<file path="src/sv/cmo_pkg.sv">
// Shared types and constants for the cursor mask overlay pipeline.
package cmo_pkg;

	// Parameter defaults
	localparam int MAX_DIM_DEF     = 128;
	localparam int STORE_WORDS_DEF = 16384;

	// Fixed field widths
	localparam int PIX_W   = 32;
	localparam int COORD_W = 13;
	localparam int LADDR_W = 14;
	localparam int CFG_W   = 14;
	localparam int IDX_W   = 18;	// store word index, covers every pitch/row product
	localparam int ROW_W   = 9;	// shape row number, incl. the xor plane offset
	localparam int PROD_W  = 19;	// pitch times row
	localparam int SUM_W   = 20;	// byte or word address before the word split

	// Command codes
	localparam logic CMD_LOAD  = 1'b0;
	localparam logic CMD_PIXEL = 1'b1;

	// Shape kinds
	localparam logic KIND_MONO  = 1'b0;
	localparam logic KIND_COLOR = 1'b1;

	// Pixel constants
	localparam logic [PIX_W-1:0] ALPHA_MASK = 32'hFF00_0000;
	localparam logic [PIX_W-1:0] ALL_ONES   = 32'hFFFF_FFFF;
	localparam logic [PIX_W-1:0] RGB_MASK   = 32'h00FF_FFFF;
	localparam logic [PIX_W-1:0] ALL_ZERO   = 32'h0000_0000;

	// Register indexes
	typedef enum logic [2:0] {
		CFG_ENABLE = 3'd0,
		CFG_CURSOR_X = 3'd1,
		CFG_CURSOR_Y = 3'd2,
		CFG_KIND = 3'd3,
		CFG_WIDTH = 3'd4,
		CFG_HEIGHT = 3'd5,
		CFG_PITCH = 3'd6
	} cfg_idx_t;

	// Configuration register set
	typedef struct packed {
		logic        overlay_enable;
		logic [13:0] cursor_x;
		logic [13:0] cursor_y;
		logic        shape_kind;
		logic [7:0]  shape_width;
		logic [8:0]  shape_height;
		logic [9:0]  shape_pitch;
	} cfg_t;

	// Address stage to store stage
	typedef struct packed {
		logic             is_load;
		logic             hit;
		logic [PIX_W-1:0] data;	// desktop pixel, or load word on a load
		logic [IDX_W-1:0] idx0;	// and plane / colour word / load target
		logic [IDX_W-1:0] idx1;	// xor plane
		logic [1:0]       lane0;
		logic [1:0]       lane1;
		logic [2:0]       bitpos;
	} req_t;

	// Store stage to blend stage
	typedef struct packed {
		logic             is_load;
		logic             hit;
		logic [PIX_W-1:0] data;
		logic [PIX_W-1:0] word0;
		logic [PIX_W-1:0] word1;
		logic             ok0;
		logic             ok1;
		logic [1:0]       lane0;
		logic [1:0]       lane1;
		logic [2:0]       bitpos;
	} rd_t;

endpackage

</file>
<file path="src/sv/cmo_blend.sv">
// Mask/colour blend and output register of the cursor overlay.
module cmo_blend (
	input  logic                      clk,
	input  logic                      arst_n,
	input  logic                      shape_kind,
	input  logic                      rd_valid,
	output logic                      rd_ready,
	input  cmo_pkg::rd_t              rd,
	output logic                      out_valid,
	input  logic                      out_ready,
	output logic [cmo_pkg::PIX_W-1:0] out_pixel
);
	import cmo_pkg::*;

	logic             v_s5;
	logic [PIX_W-1:0] pix_s5;

	logic rdy5;
	logic [PIX_W-1:0] w0, w1, and32, xor32, mono_px, col_px, res;
	logic [7:0] byte0, byte1;
	logic and_bit, xor_bit;

	assign rdy5     = !v_s5 || out_ready;
	assign rd_ready = rdy5;

	// Out-of-range shape reads count as zero
	always_comb begin
		w0      = rd.ok0 ? rd.word0 : ALL_ZERO;
		w1      = rd.ok1 ? rd.word1 : ALL_ZERO;
		byte0   = 8'(w0 >> {rd.lane0, 3'b000});
		byte1   = 8'(w1 >> {rd.lane1, 3'b000});
		and_bit = byte0[3'd7 - rd.bitpos];
		xor_bit = byte1[3'd7 - rd.bitpos];
		and32   = and_bit ? ALL_ONES : ALPHA_MASK;
		xor32   = xor_bit ? RGB_MASK : ALL_ZERO;
		mono_px = (rd.data & and32) ^ xor32;
		col_px  = (|w0[31:24]) ? ((rd.data ^ w0) | ALPHA_MASK) : w0;
		if (!rd.hit) begin
			res = rd.data;
		end else if (shape_kind == KIND_COLOR) begin
			res = col_px;
		end else begin
			res = mono_px;
		end
	end

	// Output register; loads leave no result
	always_ff @(posedge clk or negedge arst_n) begin
		if (!arst_n) begin
			v_s5 <= 1'b0;
		end else if (rdy5) begin
			v_s5 <= rd_valid && !rd.is_load;
		end
	end

	always_ff @(posedge clk) begin
		if (rdy5) pix_s5 <= res;
	end

	assign out_valid = v_s5;
	assign out_pixel = pix_s5;

endmodule

</file>
<file path="config.mk">
export PLATFORM = sky130hd
export DESIGN_NAME = cmo_blend
export DESIGN_NICKNAME = d
export VERILOG_FILES = /design/src/sv/cmo_pkg.sv /design/src/sv/cmo_blend.sv
export SDC_FILE = /design/constraint.sdc
export NUM_CORES = 1
export LEC_CHECK = 0
export BUFFER_PORTS_ARGS = -buffer_cell sky130_fd_sc_hd__buf_4
export CORE_MARGIN = 4
export CORE_UTILIZATION = 30
export DETAILED_ROUTE_END_ITERATION = 12
export GPL_TIMING_DRIVEN = 0
export PLACE_DENSITY_LB_ADDON = 0.08
export SETUP_SLACK_MARGIN = 0.5
export SYNTH_ARGS = -nofsm -noshare
export SYNTH_HDL_FRONTEND = slang
export SYNTH_SLANG_ARGS = --single-unit
</file>
<file path="constraint.sdc">
create_clock -name clk -period 4 [get_ports clk]
set_input_delay 0.6 -clock clk [delete_from_list [all_inputs] [get_ports clk]]
set_output_delay 0.6 -clock clk [all_outputs]
set_load 0.005 [all_outputs]
</file>
======== After elaboration in Yosys (flattened, before gate mapping) ========
Index checks and enable logic that the tools add are counted.
storage, ports and cells
  flip-flop bits (word level) ............. 33
  word-level logic and storage cells ...... 25
operators by class
  $add $sub $neg .......................... 1
  $lt $le $gt $ge ......................... 1
  shift operators ......................... 2
  multiplexer cells ....................... 11
  bitwise operators ....................... 3
  reduce and logical (&&, ||, !) cells .... 5
operators with widths
  cell                   number
  $mux W32               5
  $shr A32 B5 Y8         2
  $mux W24               2
  $and A32 B32 Y32       1
  $xor A32 B24 Y32       1
  $xor A24 B24 Y24       1
  $reduce_or A8 Y1       1
  $bmux W1 S3            2
  $lt A3 B4 Y1 const B   1
  $sub A3 B3 Y3 const A  1
  $logic_not A1 Y1       2
  $mux W1                2
  $logic_and A1 B1 Y1    1
  $logic_or A1 B1 Y1     1

======== Logic depth before layout (Yosys ltp) ========
  depth in word-level cells ............... 9
  gate-level depth with buffers ........... 9
  mapped depth without buffers ............ 6

======== Worst setup path after synthesis ========
OpenSTA, ideal clock, no wires.
  path type ............................... input port to flip-flop
  from .................................... input port rd[3] in the netlist's numbering
  to ...................................... register pix_s5[12] (netlist: out_pixel[12]), data pin
  arrival ................................. 2345 ps
  data required time ...................... 3738 ps
  setup slack ............................. 1393 ps
  stages on the path ...................... 8
  cell sequence ........................... buf_6 -> mux4_2 -> mux2_2 -> a2bb2oi_1 -> nand4_2 -> nor3b_4 -> buf_4 -> a211oi_1
between the ends
  word-level cells in the longest chain between the ends .. 7
RTL lines
  item                           RTL line         text
  from (decl)                    cmo_blend.sv:8   input cmo_pkg::rd_t rd,
  $shr A32 B5 Y8                 cmo_blend.sv:31  byte1 = 8'(w1 >> {rd.lane1, 3'b000});
  $bmux W1 S3                    cmo_blend.sv:33  xor_bit = byte1[3'd7 - rd.bitpos];
  $mux W1 (not written as such)  cmo_blend.sv:33
  $mux W24                       cmo_blend.sv:35  xor32 = xor_bit ? RGB_MASK : ALL_ZERO;
  $xor A32 B24 Y32               cmo_blend.sv:36  mono_px = (rd.data & and32) ^ xor32;
  $mux W32                       cmo_blend.sv:40  end else if (shape_kind == KIND_COLOR) begin
  $mux W32                       cmo_blend.sv:38  if (!rd.hit) begin
  net res[12]                    cmo_blend.sv:19  logic [PIX_W-1:0] w0, w1, and32, xor32, mono_px, col_px, res;
  to (signal assigned)           cmo_blend.sv:57  if (rdy5) pix_s5 <= res;
  to (decl)                      cmo_blend.sv:16  logic [PIX_W-1:0] pix_s5;
The timed path passes the listed nets, and every way through them passes these cells. The select of a mux whose other input is x is not followed.
A chain may end at the register's enable or synchronous reset.

======== Worst setup path after layout ========
  from .................................... input port rd[8] in the netlist's numbering
  to ...................................... register pix_s5[23] (netlist: out_pixel[23]), data pin
between the ends
  word-level cells in the longest chain between the ends .. 9
RTL lines
  item                           RTL line         text
  $mux W32 *                     cmo_blend.sv:28  w0 = rd.ok0 ? rd.word0 : ALL_ZERO;
  $shr A32 B5 Y8                 cmo_blend.sv:30  byte0 = 8'(w0 >> {rd.lane0, 3'b000});
  $bmux W1 S3                    cmo_blend.sv:32  and_bit = byte0[3'd7 - rd.bitpos];
  $mux W1 (not written as such)  cmo_blend.sv:32
  $mux W24                       cmo_blend.sv:34  and32 = and_bit ? ALL_ONES : ALPHA_MASK;
  $and A32 B32 Y32               cmo_blend.sv:36
  $xor A32 B24 Y32               cmo_blend.sv:36
  $mux W32 *                     cmo_blend.sv:40
  $mux W32 *                     cmo_blend.sv:38
  net res[23]                    cmo_blend.sv:19
The timed path passes the listed nets; every way through them passes the cells marked *. The select of a mux whose other input is x is not followed.

==> impl_metrics.xml <==
<?xml version="1.0" encoding="UTF-8"?>
<metrics>
  <group name="yosys">
    <metric name="yosysUniqueCellTypes" unit="">36</metric>
    <metric name="synth.area.mux_share" unit="%">20.6</metric>
    <metric name="synth_compound_area_share" unit="%">28.3</metric>
    <metric name="parity_gate_share_of_the_synthesized_area_counting_xor_and_xnor_cells" unit="%">0</metric>
    <metric name="post_synth_inst_count" unit="">310</metric>
    <metric name="avg_cell_area_syn" unit="µm²">9.53</metric>
    <metric name="synth_enable_flop_cells" unit="">32</metric>
    <metric name="synthesis.nets" unit="">422</metric>
    <metric name="synth_ff_type" unit="">sky130_fd_sc_hd__edfxtp_1</metric>
    <metric name="synth_adder_area_share" unit="%">0</metric>
    <metric name="seq_area_frac_synth" unit="%">33.4</metric>
    <metric name="synth_seq_cells" unit="">33</metric>
    <metric name="warnings_synthesis" unit="">0</metric>
    <metric name="mappedNetlistArea" unit="mm²">0.00295</metric>
    <metric name="synth_simple_gate_area_share" unit="%">12.4</metric>
    <metric name="synth-async-reset-ratio" unit="%">3.03</metric>
    <metric name="combinational_family_with_the_most_area_after_synthesis" unit="">compound AO/OA/AOI/OAI gates</metric>
  </group>
  <group name="sta">
    <metric name="setup-violations-final" unit="">0</metric>
    <metric name="fin_tns_setup" unit="ns">0</metric>
    <metric name="finalCritPeriodShare" unit="%">71.8</metric>
    <metric name="clock.fmax" unit="MHz">348</metric>
    <metric name="worstMarginPinSlew" unit="ns">0.829</metric>
    <metric name="drv_slew" unit="">0</metric>
    <metric name="finalWorstPathRequiredPeriod" unit="ns">2.87</metric>
    <metric name="clock-skew-final" unit="ns">0.00577</metric>
    <metric name="setup_slack" unit="ns">1.13</metric>
    <metric name="rsz_0062_raised_after_global_routing" unit="">false</metric>
    <metric name="timing.final.hold_violations" unit="">0</metric>
    <metric name="slew-limit-headroom" unit="%">44.7</metric>
  </group>
  <group name="drt">
    <metric name="vias_per_cell" unit="">5.28</metric>
    <metric name="dr_pass1_iterations" unit="">4</metric>
    <metric name="route.detailed.wl_per_inst" unit="µm">17.4</metric>
    <metric name="drt_iter0_drc" unit="">194</metric>
    <metric name="final_antenna_net_count" unit="">0</metric>
    <metric name="drcViolationCount" unit="">0</metric>
    <metric name="wl" unit="mm">10.2</metric>
    <metric name="vias" unit="">3092</metric>
  </group>
  <group name="setup_path">
    <metric name="cell_by_cell_listing_of_the_critical_path" unit="">buf_4, buf_2, nand2_1, o221ai_1, nand3_1, o22ai_2, nor3b_2, buf_2, a211oi_1</metric>
    <metric name="timing.critical_path.to" unit="">out_pixel[23]</metric>
    <metric name="timing.critical_path.max_delay_family" unit="">simple AND/OR/NAND/NOR gates</metric>
    <metric name="critical_path.endpoint_type" unit="">register</metric>
    <metric name="critPathMaxStageDelay" unit="ns">0.52</metric>
    <metric name="worstSetupPathDepth" unit="">9</metric>
    <metric name="crit_fanout" unit="">10</metric>
    <metric name="r2r.worst_path.cells" unit="">1</metric>
    <metric name="worst_ep_arrival_time" unit="ns">2.89</metric>
    <metric name="critical_path.most_common_cell" unit="">sky130_fd_sc_hd__buf_2</metric>
    <metric name="r2r-start" unit="">out_valid</metric>
    <metric name="critPathBufInv" unit="">3</metric>
    <metric name="timing.reg2reg.setup_slack" unit="ns">2.63</metric>
    <metric name="startpoint_class_of_the_critical_path" unit="">primary input</metric>
    <metric name="timing.critical_path.slowest_stage_cell" unit="">sky130_fd_sc_hd__nor3b_2</metric>
    <metric name="crit-reg2reg-capture" unit="">out_pixel[3]</metric>
    <metric name="setup.worst_path.start" unit="">rd[8]</metric>
    <metric name="critical_path_required" unit="ns">4.02</metric>
    <metric name="critical_path_class" unit="">in2reg</metric>
  </group>
  <group name="finish">
    <metric name="antennaDiodeCount" unit="">0</metric>
    <metric name="layout.cells.most_common" unit="">sky130_fd_sc_hd__buf_4</metric>
    <metric name="drive_gt1_share" unit="%">37.0</metric>
    <metric name="syn_to_final_growth" unit="%">43.8</metric>
    <metric name="final_design_area_no_fill" unit="mm²">0.00425</metric>
    <metric name="most-common-layout-cells" unit="">sky130_fd_sc_hd__buf_4 (142), sky130_fd_sc_hd__mux2i_1 (46), sky130_fd_sc_hd__nand2_1 (36), sky130_fd_sc_hd__edfxtp_1 (32), sky130_fd_sc_hd__a221oi_1 (31)</metric>
    <metric name="fin_cells" unit="">586</metric>
    <metric name="fillerInstances" unit="">961</metric>
    <metric name="final_net_count" unit="">568</metric>
  </group>
  <group name="clocking">
    <metric name="postCtsSetupBuffers" unit="">0</metric>
    <metric name="clock_sink_count" unit="">33</metric>
    <metric name="h_tree_lvls" unit="">2</metric>
    <metric name="tritoncts" unit="">built</metric>
    <metric name="cts_hold_buffers" unit="">0</metric>
    <metric name="clock_slew_at_reported_path_ffs" unit="ns">0.08</metric>
    <metric name="ctsRootBufferMaster" unit="">sky130_fd_sc_hd__clkbuf_8</metric>
    <metric name="cts_buffers" unit="">5</metric>
    <metric name="max_root_sink_buffers" unit="">2</metric>
    <metric name="cts.repair.resized" unit="">0</metric>
    <metric name="clk_latency" unit="ns">0.28</metric>
  </group>
  <group name="job">
    <metric name="timing.max_cap.violations" unit="">0</metric>
  </group>
  <group name="floorplanning">
    <metric name="initial_utilization" unit="%">31.4</metric>
    <metric name="design.portCount" unit="">146</metric>
    <metric name="die_x" unit="µm">107</metric>
    <metric name="die-area" unit="mm²">0.0115</metric>
    <metric name="core.rowCount" unit="">35</metric>
    <metric name="die_height" unit="µm">107</metric>
    <metric name="coreArea" unit="mm²">0.00942</metric>
  </group>
  <group name="global_routing">
    <metric name="globalRoute.totalOverflow" unit="">0</metric>
    <metric name="antenna_found_initial" unit="">0</metric>
    <metric name="grt_pass1_wl" unit="mm">16.1</metric>
    <metric name="overall_global_routing_usage" unit="%">17.4</metric>
    <metric name="grt_max_degree" unit="">35</metric>
    <metric name="grt_pass1_vias" unit="">3137</metric>
  </group>
  <group name="placed_design">
    <metric name="globalplace.congestion" unit="">0.850</metric>
    <metric name="placedInstanceArea" unit="mm²">0.00416</metric>
    <metric name="placed_cells_incl_taps" unit="">578</metric>
    <metric name="pre_cts_ws" unit="ns">0.844</metric>
    <metric name="dp_hpwl" unit="mm">8.00</metric>
    <metric name="place.port_buffers" unit="">139</metric>
  </group>
  <group name="power_and_ir_drop">
    <metric name="total_leakage_power" unit="nW">1.95</metric>
    <metric name="pwr_density_cell" unit="mW/mm²">261</metric>
    <metric name="vdd.ir_drop.worst" unit="mV">0.0951</metric>
  </group>
  <group name="worst_hold_path">
    <metric name="min-delay-path-class" unit="">in2async</metric>
  </group>
  <group name="outcome">
    <metric name="run_status" unit="">complete, no violations</metric>
  </group>
</metrics>
## cell families after synthesis
logic type             Yosys count
buffers and inverters           34
AND/OR/NAND/NOR                 77
multiplexers                    53
flip-flops                      33
AO/OA/AOI/OAI                  113
## metrics by stage
step / utilization, % / hold slack [ns] / power (mW)
after floorplan: - / 0.304 / 0.654
after global placement: 44.2 / 0.376 / 0.864
after detailed placement: 44.2 / 0.377 / 0.869
after CTS: 45.1 / 0.0579 / 1.12
after global routing: 45.1 / 0.0555 / 1.18
final: 45.1 / 0.0712 / 1.11
## registers in the layout, indices dropped and copies added, names as in the netlist
register / cells
out_pixel: 32
out_valid: 1
## per-layer routing
metal  routed length [µm]  part of all wire [%]  GRT usage (%)
met1                 4680                    46           23.5
met2                 4690                    46           28.8
met3                  776                   7.6           3.49
met4                   41                  0.40           3.74
met5                    0                     0              0
## synth_stat cells (3+ instances only)
| cell | count | share of area [%] |
|---|---|---|
| sky130_fd_sc_hd__a221oi_1 | 31 | 9.2 |
| sky130_fd_sc_hd__o221ai_1 | 3 | 0.89 |
| sky130_fd_sc_hd__a21o_1 | 25 | 6.4 |
| sky130_fd_sc_hd__o21ai_0 | 19 | 3.2 |
| sky130_fd_sc_hd__nand2_1 | 36 | 4.6 |
| sky130_fd_sc_hd__mux4_2 | 6 | 4.6 |
| sky130_fd_sc_hd__mux2i_1 | 46 | 16 |
| sky130_fd_sc_hd__o22ai_1 | 14 | 3.0 |
| sky130_fd_sc_hd__buf_2 | 3 | 0.51 |
| sky130_fd_sc_hd__a211oi_1 | 17 | 4.3 |
| sky130_fd_sc_hd__clkbuf_1 | 20 | 2.5 |
| sky130_fd_sc_hd__edfxtp_1 | 32 | 33 |
| sky130_fd_sc_hd__buf_4 | 3 | 0.76 |
| sky130_fd_sc_hd__nand3_1 | 3 | 0.51 |
| sky130_fd_sc_hd__nand2b_1 | 5 | 1.1 |
| sky130_fd_sc_hd__nor2_1 | 21 | 2.7 |
## layout make-up
type                    instances  area [µm²]  share of cell area [%]
well taps                     129         161                    3.80
repair buffers                139        1040                    24.6
multi-input cells             243        1810                    42.6
flip-flops and latches         33         986                    23.2
clock inverters                 3        17.5                   0.412
plain buffers                  31         148                    3.48
clock buffers                   5        68.8                    1.62
inverters                       3        11.3                   0.265
## where the power goes
group / leakage, nW / internal, mW / total (mW) / switching, mW
registers: 0.350 / 0.436 / 0.448 / 0.0119
logic: 1.55 / 0.222 / 0.409 / 0.188
clock network: 0.0439 / 0.120 / 0.252 / 0.132
total: 1.95 / 0.779 / 1.11 / 0.332
## worst min-delay path by stage
stage | startpoint | depth (start not counted) | to | slack (ns)
finish | arst_n | 1 | out_valid | 0.07
global route | arst_n | 1 | out_valid | 0.06
CTS | arst_n | 1 | out_valid | 0.06
detailed placement | arst_n | 1 | out_valid | 0.38
global placement | arst_n | 1 | out_valid | 0.38
floorplan | arst_n | 0 | out_valid | 0.30
Note: power is estimated with default switching activity, not from simulation.
