[src/sv/cmo_pkg.sv]
// Shared types and constants for the cursor mask overlay pipeline.
package cmo_pkg;

	// Parameter defaults
	localparam int MAX_DIM_DEF     = 128;
	localparam int STORE_WORDS_DEF = 16384;

	// Fixed field widths
	localparam int PIX_W   = 32;
	localparam int COORD_W = 13;
	localparam int LADDR_W = 14;
	localparam int CFG_W   = 14;
	localparam int IDX_W   = 18;	// store word index, covers every pitch/row product
	localparam int ROW_W   = 9;	// shape row number, incl. the xor plane offset
	localparam int PROD_W  = 19;	// pitch times row
	localparam int SUM_W   = 20;	// byte or word address before the word split

	// Command codes
	localparam logic CMD_LOAD  = 1'b0;
	localparam logic CMD_PIXEL = 1'b1;

	// Shape kinds
	localparam logic KIND_MONO  = 1'b0;
	localparam logic KIND_COLOR = 1'b1;

	// Pixel constants
	localparam logic [PIX_W-1:0] ALPHA_MASK = 32'hFF00_0000;
	localparam logic [PIX_W-1:0] ALL_ONES   = 32'hFFFF_FFFF;
	localparam logic [PIX_W-1:0] RGB_MASK   = 32'h00FF_FFFF;
	localparam logic [PIX_W-1:0] ALL_ZERO   = 32'h0000_0000;

	// Register indexes
	typedef enum logic [2:0] {
		CFG_ENABLE = 3'd0,
		CFG_CURSOR_X = 3'd1,
		CFG_CURSOR_Y = 3'd2,
		CFG_KIND = 3'd3,
		CFG_WIDTH = 3'd4,
		CFG_HEIGHT = 3'd5,
		CFG_PITCH = 3'd6
	} cfg_idx_t;

	// Configuration register set
	typedef struct packed {
		logic        overlay_enable;
		logic [13:0] cursor_x;
		logic [13:0] cursor_y;
		logic        shape_kind;
		logic [7:0]  shape_width;
		logic [8:0]  shape_height;
		logic [9:0]  shape_pitch;
	} cfg_t;

	// Address stage to store stage
	typedef struct packed {
		logic             is_load;
		logic             hit;
		logic [PIX_W-1:0] data;	// desktop pixel, or load word on a load
		logic [IDX_W-1:0] idx0;	// and plane / colour word / load target
		logic [IDX_W-1:0] idx1;	// xor plane
		logic [1:0]       lane0;
		logic [1:0]       lane1;
		logic [2:0]       bitpos;
	} req_t;

	// Store stage to blend stage
	typedef struct packed {
		logic             is_load;
		logic             hit;
		logic [PIX_W-1:0] data;
		logic [PIX_W-1:0] word0;
		logic [PIX_W-1:0] word1;
		logic             ok0;
		logic             ok1;
		logic [1:0]       lane0;
		logic [1:0]       lane1;
		logic [2:0]       bitpos;
	} rd_t;

endpackage

[src/sv/cmo_addr.sv]
// Offset, window test and shape address stages of the cursor overlay.
module cmo_addr #(
	parameter int MAX_CURSOR_DIM = cmo_pkg::MAX_DIM_DEF
) (
	input  logic                         clk,
	input  logic                         arst_n,
	input  cmo_pkg::cfg_t                cfg,
	input  logic                         in_valid,
	output logic                         in_ready,
	input  logic                         cmd,
	input  logic [cmo_pkg::LADDR_W-1:0]  load_addr,
	input  logic [cmo_pkg::PIX_W-1:0]    load_word,
	input  logic [cmo_pkg::COORD_W-1:0]  pix_x,
	input  logic [cmo_pkg::COORD_W-1:0]  pix_y,
	input  logic [cmo_pkg::PIX_W-1:0]    desk_pixel,
	output logic                         req_valid,
	input  logic                         req_ready,
	output cmo_pkg::req_t                req
);
	import cmo_pkg::*;

	localparam logic [9:0] MAXD = 10'(MAX_CURSOR_DIM);

	// Stage 1: offsets from the cursor origin
	logic                     v_s1, load_s1;
	logic [PIX_W-1:0]         data_s1;
	logic [LADDR_W-1:0]       laddr_s1;
	logic signed [14:0]       i_s1, j_s1;

	// Stage 2: window hit and row products
	logic                     v_s2, load_s2, hit_s2;
	logic [PIX_W-1:0]         data_s2;
	logic [LADDR_W-1:0]       laddr_s2;
	logic [7:0]               ui_s2;
	logic [PROD_W-1:0]        prod0_s2, prod1_s2;

	// Stage 3: word indexes
	logic                     v_s3;
	req_t                     req_s3;

	logic rdy1, rdy2, rdy3;
	logic signed [14:0] i_d, j_d;
	logic [9:0] w_lim, rows_raw, rows_lim;
	logic hit_d;
	logic [ROW_W-1:0] uj, row1;
	logic [9:0] stride;
	logic [PROD_W-1:0] prod0_d, prod1_d;
	logic [SUM_W-1:0] sum0, sum1;
	req_t req_d;

	// Per-stage flow control
	assign rdy3     = !v_s3 || req_ready;
	assign rdy2     = !v_s2 || rdy3;
	assign rdy1     = !v_s1 || rdy2;
	assign in_ready = rdy1;

	// Signed offsets
	assign i_d = $signed({2'b00, pix_x}) - $signed({cfg.cursor_x[13], cfg.cursor_x});
	assign j_d = $signed({2'b00, pix_y}) - $signed({cfg.cursor_y[13], cfg.cursor_y});

	// Visible area, clamped to the largest cursor
	always_comb begin
		w_lim    = ({2'b00, cfg.shape_width} > MAXD) ? MAXD : {2'b00, cfg.shape_width};
		rows_raw = (cfg.shape_kind == KIND_COLOR) ? {1'b0, cfg.shape_height}
			: {2'b00, cfg.shape_height[8:1]};
		rows_lim = (rows_raw > MAXD) ? MAXD : rows_raw;
		hit_d    = cfg.overlay_enable && !i_s1[14] && !j_s1[14]
			&& (i_s1[13:0] < {4'b0000, w_lim}) && (j_s1[13:0] < {4'b0000, rows_lim});
	end

	// Row products: and/colour row and xor-plane row
	always_comb begin
		uj      = {1'b0, j_s1[7:0]};
		row1    = {1'b0, j_s1[7:0]} + {1'b0, cfg.shape_height[8:1]};
		stride  = (cfg.shape_kind == KIND_COLOR) ? {2'b00, cfg.shape_pitch[9:2]}
			: cfg.shape_pitch;
		prod0_d = {9'd0, stride} * {10'd0, uj};
		prod1_d = {9'd0, stride} * {10'd0, row1};
	end

	// Column add and byte/word split
	always_comb begin
		sum0 = {1'b0, prod0_s2} + ((cfg.shape_kind == KIND_COLOR) ? {12'd0, ui_s2}
			: {15'd0, ui_s2[7:3]});
		sum1 = {1'b0, prod1_s2} + {15'd0, ui_s2[7:3]};
		req_d.is_load = load_s2;
		req_d.hit     = hit_s2;
		req_d.data    = data_s2;
		if (load_s2) begin
			req_d.idx0 = {{(IDX_W-LADDR_W){1'b0}}, laddr_s2};
		end else if (cfg.shape_kind == KIND_COLOR) begin
			req_d.idx0 = sum0[IDX_W-1:0];
		end else begin
			req_d.idx0 = sum0[SUM_W-1:2];
		end
		req_d.idx1   = sum1[SUM_W-1:2];
		req_d.lane0  = sum0[1:0];
		req_d.lane1  = sum1[1:0];
		req_d.bitpos = ui_s2[2:0];
	end

	// Valid bits
	always_ff @(posedge clk or negedge arst_n) begin
		if (!arst_n) begin
			v_s1 <= 1'b0;
			v_s2 <= 1'b0;
			v_s3 <= 1'b0;
		end else begin
			if (rdy1) v_s1 <= in_valid;
			if (rdy2) v_s2 <= v_s1;
			if (rdy3) v_s3 <= v_s2;
		end
	end

	// Payload
	always_ff @(posedge clk) begin
		if (rdy1) begin
			load_s1  <= (cmd == CMD_LOAD);
			data_s1  <= (cmd == CMD_LOAD) ? load_word : desk_pixel;
			laddr_s1 <= load_addr;
			i_s1     <= i_d;
			j_s1     <= j_d;
		end
		if (rdy2) begin
			load_s2  <= load_s1;
			hit_s2   <= hit_d && !load_s1;
			data_s2  <= data_s1;
			laddr_s2 <= laddr_s1;
			ui_s2    <= i_s1[7:0];
			prod0_s2 <= prod0_d;
			prod1_s2 <= prod1_d;
		end
		if (rdy3) req_s3 <= req_d;
	end

	assign req_valid = v_s3;
	assign req       = req_s3;

endmodule

[config.mk]
export PLATFORM = sky130hd
export DESIGN_NAME = cmo_addr
export DESIGN_NICKNAME = d
export VERILOG_FILES = /design/src/sv/cmo_pkg.sv /design/src/sv/cmo_addr.sv
export SDC_FILE = /design/constraint.sdc
export NUM_CORES = 1
export LEC_CHECK = 0
export ABC_AREA = 0
export BUFFER_PORTS_ARGS = -buffer_cell sky130_fd_sc_hd__buf_2
export CORE_MARGIN = 8
export CORE_UTILIZATION = 57
export DETAILED_ROUTE_END_ITERATION = 12
export GPL_ROUTABILITY_DRIVEN = 0
export GPL_TIMING_DRIVEN = 0
export PLACE_DENSITY = 0.79
export SYNTH_ARGS = -nofsm -noshare
export SYNTH_HDL_FRONTEND = slang
export SYNTH_SLANG_ARGS = --single-unit
[constraint.sdc]
create_clock -name clk -period 7.76 [get_ports clk]
set_input_delay 1.552 -clock clk [delete_from_list [all_inputs] [get_ports clk]]
set_output_delay 1.552 -clock clk [all_outputs]
set_load 0.01 [all_outputs]
======== Word level (Yosys, flattened, before mapping) ========
Index checks and enable logic that the tools add are counted.
W data, S select, Z words.
word-level totals
  logic and storage cells ................. 58
  output and inout port bits .............. 79
  bits of input ports ..................... 166
  bits in registers ....................... 250
cells by class
  $mul .................................... 2
  add/sub/neg operators ................... 5
  bitwise logic cells ..................... 1
  order comparisons ....................... 4
  mux-type cells .......................... 8
  reductions and logical operators ........ 14
operators with widths
  kind                  number
  $mux W32              1
  $sub A14 B14 Y15      2
  $add A19 B5 Y20       1
  $add A18 B8 Y19       1
  $mul A10 B9 Y19       1
  $mul A10 B8 Y18       1
  $mux W18              1
  $mux W9               2
  $mux W8               2
  $lt A14 B8 Y1         1
  $lt A14 B9 Y1         1
  $mux W14              1
  $mux W10              1
  $add A8 B8 Y9         1
  $gt A9 B8 Y1 const B  1
  $gt A8 B8 Y1 const B  1
  $logic_not A1 Y1      6
  $logic_and A1 B1 Y1   5
  $logic_or A1 B1 Y1    3
  $not A1 Y1            1

======== Depth between registers and ports, before layout ========
Gate-level depths: netlist of the first run.
  depth in word-level cells ............... 6
  mapped depth ............................ 25

======== Worst setup path after synthesis of the first run ========
No wires, ideal clock.
  kind .................................... input -> register
  start point ............................. input cfg[11] (netlist bit)
  end point ............................... register prod1_s2[18], data pin
  slack ................................... 739 ps
  stages .................................. 23
  arrival ................................. 6761 ps
  library setup time ...................... 260 ps
  buffers on the path ..................... 0
  data required time ...................... 7500 ps
  cell sequence ........................... ha_1 -> inv_1 -> fa_1 -> nor2b_1 -> o21ai_0 -> a21boi_0 -> o21a_1 -> o41ai_2 -> or2_2 -> fa_1 -> fa_1 -> inv_1 -> fa_1 -> inv_1 -> fa_1 -> inv_1 -> ha_1 -> o21a_1 -> o31a_1 -> or4_1 -> a21oi_1 -> a21oi_1 -> xnor2_1
between the ends
  cells in the longest elaborated chain, start to end .. 2
RTL lines
  what                    line             source
  start: declaration      cmo_addr.sv:7    input cmo_pkg::cfg_t cfg,
  $add A8 B8 Y9           cmo_addr.sv:74   row1 = {1'b0, j_s1[7:0]} + {1'b0, cfg.shape_height[8:1]};
  $mul A10 B9 Y19         cmo_addr.sv:78   prod1_d = {9'd0, stride} * {10'd0, row1};
  via prod1_d[18]         cmo_addr.sv:47   logic [PROD_W-1:0] prod0_d, prod1_d;
  end signal: assignment  cmo_addr.sv:131  prod1_s2 <= prod1_d;
  end: declaration        cmo_addr.sv:35   logic [PROD_W-1:0] prod0_s2, prod1_s2;
The timed path passes the listed nets, and every way through them passes these cells.
A chain may end at the register's enable or synchronous reset.

======== Worst setup path in the final report of the first run ========
Ends and elaborated chain as after synthesis.

==> impl_metrics.toml, run 1 <==
[run_status]
status = "complete, no violations"

[sta]
tightest_slew_ps = 969.3
timing_hold_violations_final = 0
period_needed_ps = 7283
fin_crit_sh = 0.9385
finalClockSkew_ps = 12.22
setup_ws_ps = 477.1
setup_viol = 0
slew_viol_final = 0
tns_ps = 0
rsz0062_at_grt = "no"
max_freq_ghz = 0.1373
max-slew-margin-rel = 0.3468

[floorplanning]
rows = 63
ios = 245
core_mm2 = 0.02956
die_h_um = 189.0
fp.dieW_um = 189.0
dieArea_mm2 = 0.03574
initial_core_util = 0.5774

[grt]
grt_pass1_vias = 12550
grt_antenna_before_repair = 10
grt_pass1_wl_mm = 60.83
track_usage = 0.2085
grt_start_max_net_pins = 42
grt-ovfl-total = 0

[critical_path]
crit_buf_inv = 5
crit_fanout = 10
crit_top_cell = "fa_1"
cp_cell_sequence = "buf_2, ha_1, inv_1, fa_1, nor2b_1, o21ai_0, a21boi_0, o21a_1, o41ai_2, or2_2, fa_1, fa_1, inv_1, fa_1, inv_1, fa_1, inv_1, ha_1, o21a_1, o31a_1, or4_1, a21oi_1, a21oi_1, xnor2_1"
cp_data_required_time_ps = 8050
cp-start-kind = "primary input"
path_class = "primary input to flop"
arrival_ps = 7570
cp_top_family = "adder cells"
cp_slowest_cell = "o41ai_2"
slowest_delay_ps = 780
critPathCaptureType = "flop"

[synthesis]
synth-compound-area-share = 0.08708
synth.avg_cell_area_um2 = 11.72
synth_cell_types = 78
synth_fp_nets = 1870
yosysSeqAreaShare = 0.4389
synth_top_area_cell = "edfxtp_1"
synth_top_flop_cell = "edfxtp_1"
synth.cell_area_mm2 = 0.01707
synth_top_family_by_area = "adder cells"
synth-simple-area-share = 0.1112
synth.most_common_cell = "edfxtp_1"
synth_top_area_frac = 0.4345
synth_edf_count = 247
ys_ff_latch = 250
synthArstFlopShare = 0.01200
netlist_top_cells_area = "edfxtp_1 (43%), fa_1 (13%), ha_1 (10%), inv_1 (4.4%), mux2_2 (3.1%)"
muxShareOfSynthArea = 0.04068
synthTopCellsByCount = "edfxtp_1 (247), inv_1 (200), ha_1 (138), fa_1 (110), nand2_1 (101)"
synth_cells = 1456
synth_warnings = 0
synth_xor_xnor_area_share = 0.03944
synthAdderAreaFrac = 0.2302

[cts]
hold_buffers = 0
insertion_delay_ps = 540
cts-root-buf = "clkbuf_16"
ctsResizeCount = 0
cts_setup_buffers = 0
cts_tree = "built"
clock-sinks = 250
numCtsBuffers = 25
path_clk_slew_ps = 60
h-tree-depth = 1
clockBufferDepth = 3

[route]
met2_length_mm = 18.34
postRouteAntennaNets = 0
topRoutingLayerUsed = "met5"
totalWireLength_mm = 37.42
met1_length_mm = 14.99
wl_met3_mm = 2.852
via_count = 11680
vias_per_cell = 5.443
drc = 0
drt_iter0_drc = 552
drt-pass1-iter-count = 5
wl_per_cell_um = 17.44

[layout]
drive_above_1_share = 0.2171
instances_no_fill = 2146
fin_area_mm2 = 0.01986
area_growth_syn_to_layout_pct = 16.35
finish.net_count = 2151

[place]
dpl-instance-area_mm2 = 0.01898
dp_cells = 2100
place_hpwl_mm = 29.99
port_buffers = 243
post-place-ws_ps = -18.77

[power_and_ir_drop]
ir_worst_vdd_uv = 495.3
p_total_w = 0.008826
leakagePower_nw = 8.893
power.density_mw_per_mm2 = 444.4

[worst_hold_path]
hold_class = "flop to flop"

[run]
drv_cap = 0
## worst paths after layout
check / cells after the start / slack (ps) / end / start
min in group asynchronous: 1 / 810 / v_s2 / arst_n
max in group asynchronous: 1 / 6840 / req_valid / arst_n
max reg2reg: 22 / 1010 / prod1_s2[18] / j_s1[1]
min: 0 / 420 / data_s2[10] / data_s1[10]
min reg2reg: 0 / 420 / data_s2[10] / data_s1[10]
max: 24 / 480 / prod1_s2[18] / cfg[11]
## cell usage in the layout, fill, tap and decap left out, drive strengths merged, types with 5 or more instances in the layout
cell	Yosys	final
mux2i	15	15
nand3	12	12
clkinv	0	5
nand4	6	6
inv	200	201
and3	7	7
buf	14	268
nand2	101	101
nor2	97	97
ha	138	138
a211oi	8	8
a21o	12	12
fa	110	110
and2	32	32
mux2	48	48
or3	9	9
edfxtp	247	247
nor2b	32	32
o211ai	6	6
xnor2	60	60
o21ai	39	39
clkbuf	23	57
nor3	28	28
or2	6	6
nor4	5	5
nand2b	28	28
o21a	27	27
o31ai	9	9
o31a	8	8
xor2	16	16
o21bai	7	7
a21oi	49	49
## state kept, by name, indices dropped and copies added (netlist names)
register and flops:
j_s1 15, prod1_s2 19, data_s1 32, load_s2 1, req 77, prod0_s2 18, data_s2 32, ui_s2 8
hit_s2 1, laddr_s2 14, load_s1 1, laddr_s1 14, i_s1 15, req_valid 1, v_s2 1, v_s1 1
## final cells by class
cell class	count	area, um^2
flip-flops and latches	250	7492
repair buffers	254	1411
plain buffers	37	145.1
diodes	1	2.502
clock inverters	11	172.7
fillers	2211	9699
well taps	390	488.0
multi-input cells	969	8688
inverters	200	750.7
clock buffers	34	709.4
## power by group
part	switching [W]	internal [W]
Combinational	0.00300	0.00231
Sequential	0.000156	0.00208
Clock	0.000495	0.000775
Total	0.00366	0.00517
## through the flow
step	utilization	hold slack [ps]
2_1_floorplan	-	400.3
3_3_place_gp	0.6351	400.8
3_5_place_dp	0.6419	404.5
4_1_cts	0.6718	416.0
5_1_grt	0.6719	423.8
6_report	0.6719	416.5
## cell families after synthesis
group / Yosys count
AO/OA/AOI/OAI: 203
XOR/XNOR: 76
adder cells (fa/ha/maj): 248
buffers and inverters: 237
flip-flops: 250
multiplexers: 63
AND/OR/NAND/NOR: 379
## per-layer routing
layer / track usage / up-vias
met2: 0.3661 / 351
met1: 0.2460 / 5606
met4: 0.07186 / 18
met3: 0.05243 / 100
li1: - / 5606
met5: 0 / -
Note: power is estimated with default switching activity, not from simulation.
==> inputs of run 2 (changes only) <==
--- a/config.mk
+++ b/config.mk
@@ -5,14 +5,14 @@
 export SDC_FILE = /design/constraint.sdc
 export NUM_CORES = 1
 export LEC_CHECK = 0
-export ABC_AREA = 0
+export ABC_AREA = 1
 export BUFFER_PORTS_ARGS = -buffer_cell sky130_fd_sc_hd__buf_2
 export CORE_MARGIN = 8
 export CORE_UTILIZATION = 57
 export DETAILED_ROUTE_END_ITERATION = 12
 export GPL_ROUTABILITY_DRIVEN = 0
 export GPL_TIMING_DRIVEN = 0
-export PLACE_DENSITY = 0.79
+export PLACE_DENSITY = 0.8
 export SYNTH_ARGS = -nofsm -noshare
 export SYNTH_HDL_FRONTEND = slang
 export SYNTH_SLANG_ARGS = --single-unit
==> impl_metrics.toml, run 2 <==
[route]
postRouteAntennaNets = 0
wl_per_cell_um = 15.96
totalWireLength_mm = 38.00
vias_per_cell = 5.267
drc = 0
drt_iter0_drc = 705
drt-pass1-iter-count = 6
via_count = 12540

[layout]
final_core_util = 0.6696
fillCellCount = 2275
layout_common_cells = "nand2_1 (389), inv_1 (266), buf_2 (251)"
diodes = 0
instances_no_fill = 2380
area_growth_syn_to_layout_pct = 16.12
final_common_cell = "nand2_1"
drive_above_1_share = 0.1774
largest_reg_flops = 77
finish.net_count = 2384

[sta]
rsz0062_at_grt = "no"
period_needed_ps = 6661
fin_crit_sh = 0.8584
tightest_slew_ps = 931.2
timing_hold_violations_final = 0
tns_ps = 0
setup_ws_ps = 1099
max-slew-margin-rel = 0.3747
setup_viol = 0
max_freq_ghz = 0.1501
finalClockSkew_ps = 12.98
slew_viol_final = 0

[cts]
numCtsBuffers = 27
cts-root-buf = "clkbuf_16"
ctsResizeCount = 0
clock-sinks = 250
cts_setup_buffers = 0
cts_tree = "built"
clockBufferDepth = 3
hold_buffers = 0
h-tree-depth = 1
path_clk_slew_ps = 50
insertion_delay_ps = 540

[floorplanning]
core_mm2 = 0.02948
dieArea_mm2 = 0.03561
ios = 245
rows = 63
fp.dieW_um = 188.7
initial_core_util = 0.5766
die_h_um = 188.7

[grt]
grt-ovfl-total = 0
grt_start_max_net_pins = 65
track_usage = 0.2094
grt_pass1_wl_mm = 61.19
grt_pass1_vias = 12980
grt_antenna_before_repair = 3

[place]
dp_cells = 2331
port_buffers = 243
post-place-ws_ps = 615.0
place_hpwl_mm = 30.12

[run_status]
status = "complete, no violations"

[synthesis]
ys_ff_latch = 250
synth_warnings = 0
synth_top_area_frac = 0.4363
synth.cell_area_mm2 = 0.01700
synth_cell_types = 51
netlist_top_cells_area = "edfxtp_1 (44%), fa_1 (13%), ha_1 (10%), nand2_1 (8.6%), inv_1 (5.9%)"
synthArstFlopShare = 0.01200
synth_top_flop_cell = "edfxtp_1"
synth_fp_nets = 2109
synth.avg_cell_area_um2 = 10.03
synth.most_common_cell = "nand2_1"
synth_cells = 1695
synth_top_area_cell = "edfxtp_1"
yosysSeqAreaShare = 0.4407
synthTopCellsByCount = "nand2_1 (391), inv_1 (267), edfxtp_1 (247), ha_1 (138), nor2_1 (136)"
synth_edf_count = 247

[critical_path]
r2r_end = "prod1_s2[14]"
critPathCaptureType = "flop"
crit_fanout = 10
slowest_delay_ps = 560
cp-endpoint = "prod1_s2[14]"
r2r_slack_ps = 1560
arrival_ps = 6930
cp_data_required_time_ps = 8030
cp-start-kind = "primary input"
r2r_cells = 22
path_class = "primary input to flop"
cp_slowest_cell = "fa_1"
cp_cell_sequence = "buf_2, ha_1, inv_1, fa_1, o21ai_2, a21oi_1, o21ai_4, xor2_4, or2_1, fa_1, fa_1, inv_1, fa_1, inv_1, fa_1, inv_1, ha_1, nand2_1, inv_1, a21boi_1, o21ai_2, nand3_1, nand2_1, xor2_1"
r2r-start = "j_s1[1]"
critPathLaunch = "cfg[11]"

[power_and_ir_drop]
power.density_mw_per_mm2 = 505.4
ir_worst_vdd_uv = 606.6
leakagePower_nw = 9.636
p_total_w = 0.009976

[run]
drv_cap = 0

[worst_hold_path]
hold_class = "flop to flop"
hold-path-cell-count = 0
-- run 2: cell count changes in the layout (fill, tap and decap cells not counted), sizes merged, moves of 37 or more --
| cell | delta |
|---|---|
| inv | +87 |
| mux2 | -48 |
| nand2 | +294 |
| nand3 | +54 |
| nor2 | +46 |
| xnor2 | -37 |
| xor2 | +42 |
-- run 2: where the power goes --
group / total (W) / switching [W] / internal [W]
clock: 0.00134 / 0.000506 / 0.000835
sequential: 0.00232 / 0.000153 / 0.00217
combinational: 0.00632 / 0.00390 / 0.00242
-- run 2: cell families (layout without fill, tap and decap cells) --
kind of cell / count (synthesis) / count (layout) / share of synthesized area
xor+xnor: 81 / 81 / 0.04416
simple gates: 647 / 647 / 0.1560
compound gates: 159 / 159 / 0.05807
fa+ha+maj: 248 / 248 / 0.2311
flops: 250 / 250 / 0.4407
buf+inv: 310 / 605 / 0.06992
-- run 2: routing by layer --
| metal | wire length [um] | global-route usage |
|---|---|---|
| met4 | 1165 | 0.07787 |
| met1 | 14940 | 0.2409 |
| met5 | 21 | 0 |
| met3 | 2079 | 0.02921 |
| met2 | 19790 | 0.3889 |
-- run 2: how the worst min path moves through the flow --
stage | from | end | slack [ps]
floorplan | data_s1[0] | data_s2[0] | 400
global placement | data_s1[23] | data_s2[23] | 400
detailed placement | data_s1[20] | data_s2[20] | 400
CTS | data_s1[5] | data_s2[5] | 410
global route | data_s1[22] | data_s2[22] | 420
finish | data_s2[29] | req[72] | 410
-- run 2: stage by stage --
step	hold WS, ps	area (um^2)
2_1_floorplan	400.3	17000
3_5_place_dp	404.5	18800
3_3_place_gp	400.0	18700
5_1_grt	417.0	19740
6_report	413.4	19740
4_1_cts	413.6	19740
-- run 2: critical path, delay by kind of cell --
kind | cells | cell delay, ps
buffers and inverters | 6 | 400
AND/OR/NAND/NOR | 4 | 450
adder cells (fa/ha/maj) | 7 | 3040
XOR/XNOR | 2 | 490
AO/OA/AOI/OAI | 5 | 990
-- run 2: cell type report --
class                           instances  area [um^2]  area share
Sequential cell                       250         7492      0.3795
Timing Repair Buffer                  246         1299     0.06579
Tap cell                              390        488.0     0.02472
Multi-Input combinational cell       1135         8334      0.4222
Clock inverter                         19        249.0     0.01261
Buffer                                 24        115.1    0.005831
Inverter                              286         1076     0.05451
Clock buffer                           30        686.9     0.03480
